File: config.mk
export PLATFORM = sky130hd
export DESIGN_NAME = ppe_mul
export DESIGN_NICKNAME = d
export VERILOG_FILES = /design/src/hw/rtl/particle_pool_engine_assert.svh /design/src/hw/rtl/ppe_pkg.sv /design/src/hw/rtl/ppe_mul.sv
export SDC_FILE = /design/constraint.sdc
export NUM_CORES = 2
export LEC_CHECK = 0
export ABC_CLOCK_PERIOD_IN_PS = 6700
export BUFFER_PORTS_ARGS = -buffer_cell sky130_fd_sc_hd__buf_2
export CAP_MARGIN = 15
export CELL_PAD_IN_SITES_DETAIL_PLACEMENT = 1
export CELL_PAD_IN_SITES_GLOBAL_PLACEMENT = 2
export CORE_MARGIN = 2
export CORE_UTILIZATION = 38
export DETAILED_ROUTE_END_ITERATION = 10
export PLACE_DENSITY_LB_ADDON = 0.1
export SYNTH_ARGS = -nofsm -noshare
export SYNTH_HDL_FRONTEND = slang
export SYNTH_SLANG_ARGS = --single-unit
File: constraint.sdc
create_clock -name i_clk -period 6.7 [get_ports i_clk]
set_clock_uncertainty 0.05 [all_clocks]
set_input_delay 1.34 -clock i_clk [delete_from_list [all_inputs] [get_ports i_clk]]
set_output_delay 1.34 -clock i_clk [all_outputs]
set_load 0.01 [all_outputs]
File: src/hw/rtl/particle_pool_engine_assert.svh
// Assertion macros shared by the particle pool engine RTL
`ifndef PARTICLE_POOL_ENGINE_ASSERT_SVH
`define PARTICLE_POOL_ENGINE_ASSERT_SVH

// Same-cycle implication, disabled while reset is low
`define PPE_ASSERT_IMP(lbl, ante, cons) \
    lbl: assert property (@(posedge i_clk) disable iff (!i_rst_n) (ante) |-> (cons)) \
        else $error("particle_pool_engine: assertion failed");

// Next-cycle implication, disabled while reset is low
`define PPE_ASSERT_NXT(lbl, ante, cons) \
    lbl: assert property (@(posedge i_clk) disable iff (!i_rst_n) (ante) |=> (cons)) \
        else $error("particle_pool_engine: assertion failed");

`endif

File: src/hw/rtl/ppe_pkg.sv
// Package of types, constants and helpers for the particle pool engine
package ppe_pkg;

    localparam int POOL_SIZE = 1024;
    localparam int SLOT_W    = $clog2(POOL_SIZE);
    localparam logic [SLOT_W-1:0] LAST_SLOT = SLOT_W'(POOL_SIZE - 1);

    localparam int CFG_IDX_W = 2;
    localparam logic [CFG_IDX_W-1:0] CFG_TIME_STEP = CFG_IDX_W'(0);
    localparam logic [CFG_IDX_W-1:0] CFG_SPIN_STEP = CFG_IDX_W'(1);
    localparam logic [15:0] TIME_STEP_RST = 16'd1049;
    localparam logic [23:0] SPIN_STEP_RST = 24'd2684;

    localparam int MUL_A_W = 33;
    localparam int MUL_B_W = 18;
    localparam int MUL_P_W = MUL_A_W + MUL_B_W;

    localparam int DIV_Q_W = 16;

    typedef enum logic [1:0] {
        OP_EMIT = 2'd0,
        OP_TICK = 2'd1,
        OP_READ = 2'd2
    } t_op;

    typedef enum logic [3:0] {
        S_CLEAR,
        S_IDLE,
        S_TK_RD,
        S_TK_CHK,
        S_TK_Y,
        S_TK_WR,
        S_RD_RD,
        S_RD_CHK,
        S_RD_DIV,
        S_BL_MUL,
        S_BL_ACC,
        S_OUT
    } t_state;

    typedef struct packed {
        logic               live;
        logic signed [31:0] pos_x;
        logic signed [31:0] pos_y;
        logic signed [31:0] vel_x;
        logic signed [31:0] vel_y;
        logic [31:0]        rot;
        logic [31:0]        col_b;
        logic [31:0]        col_e;
        logic [30:0]        life_time;
        logic signed [31:0] life_left;
        logic [15:0]        size_b;
        logic [15:0]        size_e;
    } t_slot_rec;

    typedef struct packed {
        logic                   start;
        logic [30:0]            num;
        logic [30:0]            den;
    } t_div_req;

    typedef struct packed {
        logic                   done;
        logic [DIV_Q_W-1:0]     quot;
    } t_div_rsp;

    localparam logic signed [34:0] SAT_MAX = 35'sh0_7FFF_FFFF;
    localparam logic signed [34:0] SAT_MIN = 35'sh7_8000_0000;

    function automatic logic signed [31:0] sat32(input logic signed [34:0] s);
        logic signed [31:0] r;
        if (s > SAT_MAX) begin
            r = 32'sh7FFF_FFFF;
        end else if (s < SAT_MIN) begin
            r = 32'sh8000_0000;
        end else begin
            r = s[31:0];
        end
        return r;
    endfunction

endpackage

File: src/hw/rtl/ppe_mul.sv
// Shared signed multiplier with a registered product
module ppe_mul
    import ppe_pkg::*;
(
    input  logic                      i_clk,
    input  logic signed [MUL_A_W-1:0] i_a,
    input  logic signed [MUL_B_W-1:0] i_b,
    output logic signed [MUL_P_W-1:0] o_p
);

    logic signed [MUL_P_W-1:0] r_p;

    always_ff @(posedge i_clk) begin
        r_p <= MUL_P_W'(i_a) * MUL_P_W'(i_b);
    end

    assign o_p = r_p;

endmodule

==> flow_metrics.env <==
export IMPL_synth_cell_area_um2=21270
export IMPL_ys_seq_elements=51
export IMPL_num_fill_cells=6303
export IMPL_ios=103
export IMPL_ys_types=58
export IMPL_die_w_um=240.6
export IMPL_clock_sinks=51
export IMPL_ant_nets=0
export IMPL_grt_max_degree=29
export IMPL_start_util_pct=38.53
export IMPL_postLayoutCellArea_um2=27030
export IMPL_startpoint_type="input pin"
export IMPL_grt_antenna_before_repair=3
export IMPL_met1_usage_pct=30.71
export IMPL_syn_area_per_cell_um2=9.136
export IMPL_cts_buffers=5
export IMPL_drive_above_1_share_pct=24.41
export IMPL_layout_nets=3434
export IMPL_vias=16170
export IMPL_critical_path_class="input pin to register"
export IMPL_dpl_hpwl_um=56970
export IMPL_drt_wl_total_um=67550
export IMPL_die_y_um=240.6
export IMPL_grt_pass1_vias=19170
export IMPL_ys_seq_area_share_pct=4.801
export IMPL_wl_per_cell_um=19.64
export IMPL_synthFlopType="dfxtp_1"
export IMPL_fin_crit_ns=7.174
export IMPL_clock_fmax_ghz=0.1394
export IMPL_placed_area_um2=25010
export IMPL_routed_via_density=4.701
export IMPL_most_common_layout_cells="593 x inv_1, 537 x fa_1, 340 x nand2_1"
export IMPL_critical_path_max_stage_delay_ns=0.57
export IMPL_mostFrequentLayoutCell="inv_1"
export IMPL_critical_path_top_delay_family="adder cells"
export IMPL_port_buffers=102
export IMPL_top_usage_layer="met2"
export IMPL_yosys_warnings=0
export IMPL_crit_path_end_kind="register"
export IMPL_synth_top_cell_area_share_pct=53.56
export IMPL_maxCapViolations=0
export IMPL_yosys_area_top_type="fa_1"
export IMPL_fin_ws_ns=-0.4739
export IMPL_cts_tree="done"
export IMPL_place_congestion=0.8335
export IMPL_core_um2=55200
export IMPL_crit_path_frequent_cell="fa_1"
export IMPL_dr_pass1_iters=5
export IMPL_cp_max_fo=7
export IMPL_finalHoldViolations=0
export IMPL_netlist_instances=2328
export IMPL_critPathArrivalTime_ns=7.36
export IMPL_tightest_slew_ns=0.4132
export IMPL_dieArea_um2=57880
export IMPL_holdBufCountCts=0
export IMPL_synthToLayoutAreaGrowth_pct=27.10
export IMPL_clkSlewWorstSetupHoldPaths_ns=0.08
export IMPL_clock_root_buffer="clkbuf_16"
export IMPL_syn_num_nets=3072
export IMPL_ys_async_sr_fraction_pct=0
export IMPL_drcViolationCount=0
export IMPL_largest_register_ff_count=51
export IMPL_overflow=0
export IMPL_synth_edff_count=0
export IMPL_grt_pass1_wl_um=106900
export IMPL_drtIter0Drc=529
export IMPL_grtUsageMet3_pct=3.328
export IMPL_setup_viol=16
export IMPL_globalRouteMet2Util_pct=44.19
export IMPL_report_final_slew_viol_count=0
export IMPL_num_rows=86
export IMPL_status="finished with violations"
export IMPL_rsz0062_at_grt="true"
export IMPL_violations="negative setup slack"
export IMPL_crit_slowest_cell="fa_1"
export IMPL_yosys_top_cells_area="fa_1 54%, inv_1 11%, ha_1 7.2%, and2_1 6.8%, nand2_1 6.3%"
export IMPL_hold_path_class="input pin to register"
export IMPL_relSlewSlack_pct=72.02
export IMPL_htree_levels=2
export IMPL_worst_path_buf_inv=9
export IMPL_cts_buffer_depth=2
export IMPL_finalCritPeriodShare_pct=107.1
export IMPL_grt_usage_pct=24.54
export IMPL_cp_data_required_time_ns=6.89
-- logic make-up (layout without fill, tap and decap cells) --
group	Yosys count	after routing	synth area share, %
AOI/OAI and AO/OA	129	129	4.183
and+or+nand+nor	680	680	15.21
buffers and inverters	722	1085	12.78
DFF	51	51	4.801
adders and majority gates	692	692	60.80
xor gates and xnor gates	54	54	2.224
other	0	1	0
-- stage by stage --
stage | TNS [ns] | worst slack, ns | cells | util (%) | hold slack (ns)
2_1_floorplan | -0.3337 | -0.1316 | 2328 | - | 1.412
3_3_place_gp | -30.26 | -1.904 | 3371 | 45.31 | 1.685
3_5_place_dp | -34.50 | -1.971 | 3371 | 45.31 | 1.685
4_1_cts | -6.109 | -0.6498 | 3405 | 47.13 | 1.291
5_1_grt | -7.766 | -0.6451 | 3440 | 48.97 | 1.253
6_report | -4.435 | -0.4739 | 3440 | 48.97 | 1.248
-- final timing paths --
| kind | start | endpoint | slack (ns) | depth (start not counted) |
|---|---|---|---|---|
| setup / recovery | i_b[14] | o_p[50]$_DFF_P_ | -0.47 | 26 |
| hold / removal | i_b[0] | o_p[0]$_DFF_P_ | 1.25 | 2 |
-- layout make-up --
cell class,instances,area (um2),share of cell area (%)
diodes,1,2.502,0.009257
clock buffers,6,138.9,0.5138
clock inverters,2,35.03,0.1296
inverters,618,2327,8.609
multi-input cells,1555,18420,68.14
flip-flops and latches,51,1021,3.777
well taps,748,935.9,3.462
repair buffers,459,4151,15.36
-- metal layers --
| metal | part of all wire, % | vias to the layer above |
|---|---|---|
| li1 | - | 7335 |
| met1 | 41 | 8500 |
| met2 | 52 | 246 |
| met3 | 3.7 | 90 |
| met4 | 2.8 | 0 |
| met5 | 0 | - |
-- synthesized netlist by cell type (2+ instances only) --
| cell | instances |
|---|---|
| and2_1 | 231 |
| o311ai_1 | 2 |
| o211ai_1 | 5 |
| nor2_1 | 48 |
| o21ai_1 | 2 |
| o21bai_1 | 4 |
| a21oi_1 | 40 |
| a31o_2 | 2 |
| nand3_1 | 6 |
| and4_1 | 2 |
| inv_1 | 618 |
| nor2b_1 | 6 |
| fa_1 | 569 |
| dfxtp_1 | 51 |
| a21boi_0 | 3 |
| and3_1 | 3 |
| or3_1 | 3 |
| a31oi_1 | 4 |
| ha_1 | 123 |
| nand4_1 | 3 |
| a21oi_2 | 4 |
| clkbuf_1 | 101 |
| nor3_1 | 8 |
| o21ai_0 | 23 |
| xnor2_1 | 43 |
| nand2b_1 | 7 |
| xor2_1 | 11 |
| nand2_1 | 358 |
| a21o_1 | 11 |
| o21a_1 | 9 |
-- timing repair --
| item | CTS | global route |
|---|---|---|
| buffers inserted | 25 | 34 |
| endpoints found under the hold margin | 0 | 0 |
| cloned | 1 | 4 |
| setup endpoints to repair | 31 | 26 |
| pin swaps | 50 | 114 |
| gates resized for setup | 144 | 184 |
Power is not shown: default switching activity piles up to over one toggle a cycle in this logic, so the estimate is an artifact.
