**src/hw/rtl/particle_pool_engine_assert.svh**
```systemverilog
// Assertion macros shared by the particle pool engine RTL
`ifndef PARTICLE_POOL_ENGINE_ASSERT_SVH
`define PARTICLE_POOL_ENGINE_ASSERT_SVH

// Same-cycle implication, disabled while reset is low
`define PPE_ASSERT_IMP(lbl, ante, cons) \
    lbl: assert property (@(posedge i_clk) disable iff (!i_rst_n) (ante) |-> (cons)) \
        else $error("particle_pool_engine: assertion failed");

// Next-cycle implication, disabled while reset is low
`define PPE_ASSERT_NXT(lbl, ante, cons) \
    lbl: assert property (@(posedge i_clk) disable iff (!i_rst_n) (ante) |=> (cons)) \
        else $error("particle_pool_engine: assertion failed");

`endif

```
**src/hw/rtl/ppe_pkg.sv**
```systemverilog
// Package of types, constants and helpers for the particle pool engine
package ppe_pkg;

    localparam int POOL_SIZE = 1024;
    localparam int SLOT_W    = $clog2(POOL_SIZE);
    localparam logic [SLOT_W-1:0] LAST_SLOT = SLOT_W'(POOL_SIZE - 1);

    localparam int CFG_IDX_W = 2;
    localparam logic [CFG_IDX_W-1:0] CFG_TIME_STEP = CFG_IDX_W'(0);
    localparam logic [CFG_IDX_W-1:0] CFG_SPIN_STEP = CFG_IDX_W'(1);
    localparam logic [15:0] TIME_STEP_RST = 16'd1049;
    localparam logic [23:0] SPIN_STEP_RST = 24'd2684;

    localparam int MUL_A_W = 33;
    localparam int MUL_B_W = 18;
    localparam int MUL_P_W = MUL_A_W + MUL_B_W;

    localparam int DIV_Q_W = 16;

    typedef enum logic [1:0] {
        OP_EMIT = 2'd0,
        OP_TICK = 2'd1,
        OP_READ = 2'd2
    } t_op;

    typedef enum logic [3:0] {
        S_CLEAR,
        S_IDLE,
        S_TK_RD,
        S_TK_CHK,
        S_TK_Y,
        S_TK_WR,
        S_RD_RD,
        S_RD_CHK,
        S_RD_DIV,
        S_BL_MUL,
        S_BL_ACC,
        S_OUT
    } t_state;

    typedef struct packed {
        logic               live;
        logic signed [31:0] pos_x;
        logic signed [31:0] pos_y;
        logic signed [31:0] vel_x;
        logic signed [31:0] vel_y;
        logic [31:0]        rot;
        logic [31:0]        col_b;
        logic [31:0]        col_e;
        logic [30:0]        life_time;
        logic signed [31:0] life_left;
        logic [15:0]        size_b;
        logic [15:0]        size_e;
    } t_slot_rec;

    typedef struct packed {
        logic                   start;
        logic [30:0]            num;
        logic [30:0]            den;
    } t_div_req;

    typedef struct packed {
        logic                   done;
        logic [DIV_Q_W-1:0]     quot;
    } t_div_rsp;

    localparam logic signed [34:0] SAT_MAX = 35'sh0_7FFF_FFFF;
    localparam logic signed [34:0] SAT_MIN = 35'sh7_8000_0000;

    function automatic logic signed [31:0] sat32(input logic signed [34:0] s);
        logic signed [31:0] r;
        if (s > SAT_MAX) begin
            r = 32'sh7FFF_FFFF;
        end else if (s < SAT_MIN) begin
            r = 32'sh8000_0000;
        end else begin
            r = s[31:0];
        end
        return r;
    endfunction

endpackage

```
**src/hw/rtl/ppe_div.sv**
```systemverilog
// Restoring divider for the life fraction, one quotient bit per cycle
module ppe_div
    import ppe_pkg::*;
(
    input  logic     i_clk,
    input  logic     i_rst_n,
    input  t_div_req i_req,
    output t_div_rsp o_rsp
);

    logic [31:0]        r_rem;
    logic [30:0]        r_den;
    logic [DIV_Q_W-1:0] r_q;
    logic [4:0]         r_cnt;
    logic               r_busy;
    logic               r_done;
    logic [31:0]        n_trial;
    logic               n_fit;

    always_comb begin
        n_trial = {r_rem[30:0], 1'b0};
        n_fit   = n_trial >= {1'b0, r_den};
    end

    always_ff @(posedge i_clk) begin
        if (!i_rst_n) begin
            r_busy <= 1'b0;
            r_done <= 1'b0;
            r_cnt  <= '0;
        end else begin
            r_done <= 1'b0;
            if (i_req.start) begin
                r_busy <= 1'b1;
                r_cnt  <= 5'(DIV_Q_W);
            end else if (r_busy) begin
                r_cnt <= r_cnt - 5'd1;
                if (r_cnt == 5'd1) begin
                    r_busy <= 1'b0;
                    r_done <= 1'b1;
                end
            end
        end
    end

    always_ff @(posedge i_clk) begin
        if (i_req.start) begin
            r_rem <= {1'b0, i_req.num};
            r_den <= i_req.den;
            r_q   <= '0;
        end else if (r_busy) begin
            r_rem <= n_fit ? (n_trial - {1'b0, r_den}) : n_trial;
            r_q   <= {r_q[DIV_Q_W-2:0], n_fit};
        end
    end

    assign o_rsp.done = r_done;
    assign o_rsp.quot = r_q;

endmodule

```
**config.mk**
```make
export PLATFORM = sky130hd
export DESIGN_NAME = ppe_div
export DESIGN_NICKNAME = d
export VERILOG_FILES = /design/src/hw/rtl/particle_pool_engine_assert.svh /design/src/hw/rtl/ppe_pkg.sv /design/src/hw/rtl/ppe_div.sv
export SDC_FILE = /design/constraint.sdc
export NUM_CORES = 1
export LEC_CHECK = 0
export BUFFER_PORTS_ARGS = -buffer_cell sky130_fd_sc_hd__clkbuf_2
export CORE_MARGIN = 2
export CORE_UTILIZATION = 57
export DETAILED_ROUTE_END_ITERATION = 12
export PLACE_DENSITY = 0.8
export REMOVE_ABC_BUFFERS = 1
export SLEW_MARGIN = 30
export SYNTH_ARGS = -nofsm -noshare
export SYNTH_HDL_FRONTEND = slang
export SYNTH_SLANG_ARGS = --single-unit
```
**constraint.sdc**
```tcl
create_clock -name i_clk -period 3.8 [get_ports i_clk]
set_clock_uncertainty 0.05 [all_clocks]
set_input_delay 0.38 -clock i_clk [delete_from_list [all_inputs] [get_ports i_clk]]
set_output_delay 0.38 -clock i_clk [all_outputs]
set_load 0.005 [all_outputs]
```
==> results.sh <==
export IMPL_clock_latency_ns=0.36
export IMPL_cp_top_family="compound AO/OA/AOI/OAI gates"
export IMPL_crit_path_frequent_cell="ha_1"
export IMPL_grt_overflow_total=0
export IMPL_die_w_um=99.9
export IMPL_rsz0062_at_grt="no"
export IMPL_syn_inst=540
export IMPL_post_dp_cell_area_um2=5720
export IMPL_hold_viol=0
export IMPL_period_needed_ns=3.42
export IMPL_cp_data_arrival_time_ns=3.45
export IMPL_synth_edf_count=62
export IMPL_syn_area_per_cell_um2=9.70
export IMPL_cts_buffers=9
export IMPL_reg2reg_depth=11
export IMPL_tritoncts="built"
export IMPL_regToRegSetupSlack_ns=0.38
export IMPL_ys_seq_elements=85
export IMPL_endpoint_kind="flip-flop"
export IMPL_fin_cells=730
export IMPL_final_max_slew_viol_count=0
export IMPL_fin_crit_sh=0.901
export IMPL_share_clk_of_total_power=0.197
export IMPL_p_int_mw=2.08
export IMPL_synthToLayoutAreaGrowth_pct=13.2
export IMPL_drt_wl_total_um=11500
export IMPL_finalSetupViolations=0
export IMPL_drv_cap=0
export IMPL_ys_warn_count=0
export IMPL_power_density_nw_per_um2=575
export IMPL_worstPathRequired_ns=3.82
export IMPL_cpPeakStageDelay_ns=0.67
export IMPL_p_switching_mw=1.33
export IMPL_r2r_start="r_rem[0]"
export IMPL_slew_headroom=0.408
export IMPL_crit_chain="ha_1, ha_1, nand4_1, nor4_1, a2111oi_1, a211oi_2, a211oi_4, buf_4, nor2_1, a211oi_1, a21oi_1"
export IMPL_wl_per_cell_um=15.7
export IMPL_hold_start="i_req[17]"
export IMPL_fp_coreArea_um2=8810
export IMPL_hold_buffers=0
export IMPL_drive_above_1_share=0.204
export IMPL_grt_use_total=0.245
export IMPL_grt_pass1_vias=4242
export IMPL_synth_distinct_cells=64
export IMPL_vias_per_cell=5.77
export IMPL_dr_first_iter_drc_count=152
export IMPL_post_cts_resize_count=0
export IMPL_ir_worst_vdd_uv=233
export IMPL_dp_cells=714
export IMPL_netlist_area_um2=5240
export IMPL_pwr_share_seq=0.363
export IMPL_root_buffer="clkbuf_8"
export IMPL_synth_top_cell_area_share=0.355
export IMPL_critPathMaxFanout=24
export IMPL_maxClockFrequency_ghz=0.292
export IMPL_async_reset_ff_frac=0
export IMPL_hold_depth=1
export IMPL_pwr_share_comb=0.439
export IMPL_hold_class="in2reg"
export IMPL_p_sw_frac=0.389
export IMPL_clk_path_buf_depth=2
export IMPL_synthTopCellsByCount="edfxtp_1 (62), nand2_1 (52), inv_1 (46), nor2_1 (45), a21oi_1 (42)"
export IMPL_finalWeightedCongestion=0.916
export IMPL_critPathSlowestCell="a2111oi_1"
export IMPL_route_detailed_drc=0
export IMPL_fin_area_um2=5930
export IMPL_yosys_area_top_type="edfxtp_1"
export IMPL_grt_max_degree=83
export IMPL_status="finished clean"
export IMPL_ios=82
export IMPL_antenna_left=0
export IMPL_grt_pass1_wl_um=19700
export IMPL_initial_core_util=0.595
export IMPL_seq_area_frac_synth=0.443
export IMPL_antenna_found_initial=0
export IMPL_die_height_um=99.9
export IMPL_crit_buf_inv=1
export IMPL_synth_most_common_cell="edfxtp_1"
export IMPL_htree_levels=3
export IMPL_r2r_end="r_rem[6]"
export IMPL_critical_path_class="reg2reg"
export IMPL_io_buffers=81
export IMPL_tightest_slew_ns=0.888
export IMPL_first_pass_iters=4
export IMPL_cts_setup_buffers=0
export IMPL_hold_path_end="r_den[17]"
export IMPL_nets=716
export IMPL_cts_sinks=85
export IMPL_n_antenna_cell=0
export IMPL_dpl_hpwl_um=8230
export IMPL_synthTopCellsByArea="edfxtp_1 (36%), dfxtp_1 (8.8%), ha_1 (7.9%), a21oi_1 (4.0%), nand2_1 (3.7%)"
export IMPL_row_count=34
export IMPL_clk_pin_slew_ns=0.10
export IMPL_cp_start_kind="flip-flop"
export IMPL_vias=4213
export IMPL_p_leak_nw=2.54
export IMPL_ys_flop_type="edfxtp_1"
export IMPL_die_area_um2=9970
## layout make-up
type	count	area (um2)
Clock buffer	10	149
Timing Repair Buffer	86	443
Sequential cell	85	2320
Inverter	47	176
Fill cell	733	2880
Tap cell	108	135
Clock inverter	6	56.3
Multi-Input combinational cell	388	2650
## cells in the final DEF (no fill, tap or decap), types with 3 or more instances in the layout
cell type,count
nand4_1,5
o21ai_1,4
o21a_1,12
a211oi_1,6
o31ai_1,3
nor2b_1,3
mux2_2,10
o21ai_0,35
nor4_1,3
ha_1,33
o21bai_1,4
nand3_1,6
edfxtp_1,62
nand2_1,52
o211ai_1,8
xnor2_1,13
a31oi_1,6
buf_4,5
mux2i_1,19
clkbuf_2,80
a21o_1,7
dfxtp_1,23
nor3_1,13
xor2_1,13
nor3b_1,4
inv_1,45
nor2_1,45
a21oi_1,42
inv_6,3
clkbuf_8,9
## worst reg2reg max path: stages, from the launching register on
cell       delay [ns]
edfxtp_1         0.46
ha_1             0.35
ha_1             0.19
nand4_1          0.10
nor4_1           0.06
a2111oi_1        0.67
a211oi_2         0.20
a211oi_4         0.28
buf_4            0.31
nor2_1           0.11
a211oi_1         0.27
a21oi_1          0.08
## state kept, by name (all words and copies together) (netlist names)
| signal | cells |
|---|---|
| r_rem | 31 |
| r_q | 16 |
| r_cnt | 5 |
| r_den | 31 |
| r_done | 1 |
| r_busy | 1 |
## metal layers
metal	global-route usage	wire (um)	vias to the layer above
met1	0.333	5280	1952
li1	-	-	2107
met3	0.0515	697	25
met4	0.0748	199	0
met5	0	0	-
met2	0.397	5310	129
## worst max-delay path by stage
stage / start / end / slack, ns / cells past startpoint
floorplan: r_rem[0] / r_rem[13] / -0.02 / 9
global placement: r_rem[0] / r_rem[30] / 0.60 / 10
detailed placement: r_rem[0] / r_rem[6] / 0.48 / 11
CTS: r_rem[0] / r_rem[6] / 0.43 / 11
global route: r_rem[0] / r_rem[6] / 0.24 / 11
finish: r_rem[0] / r_rem[6] / 0.38 / 11
## stage by stage
stage / utilization / hold slack, ns / setup slack [ns] / total power, mW / TNS [ns]
2_1_floorplan: - / 0.402 / -0.0233 / 2.37 / -0.0233
3_3_place_gp: 0.650 / 0.428 / 0.602 / 2.69 / 0
3_5_place_dp: 0.650 / 0.438 / 0.481 / 2.73 / 0
4_1_cts: 0.673 / 0.118 / 0.425 / 3.42 / 0
5_1_grt: 0.673 / 0.115 / 0.242 / 3.65 / 0
6_report: 0.673 / 0.134 / 0.375 / 3.41 / 0
## power groups by stage
stage	logic [mW]	registers, mW	clock network (mW)
6_report	1.50	1.24	0.671
5_1_grt	1.68	1.25	0.720
4_1_cts	1.49	1.24	0.689
3_5_place_dp	1.47	1.26	0
3_3_place_gp	1.44	1.25	0
2_1_floorplan	1.14	1.24	0
## logic make-up after synthesis
group,synth area share
muxes,0.0578
adders and majority gates,0.0827
AOI/OAI and AO/OA,0.186
and+or+nand+nor,0.135
DFF,0.443
buffers and inverters,0.0514
xor gates and xnor gates,0.0435
(Power assumes the default switching activity.)
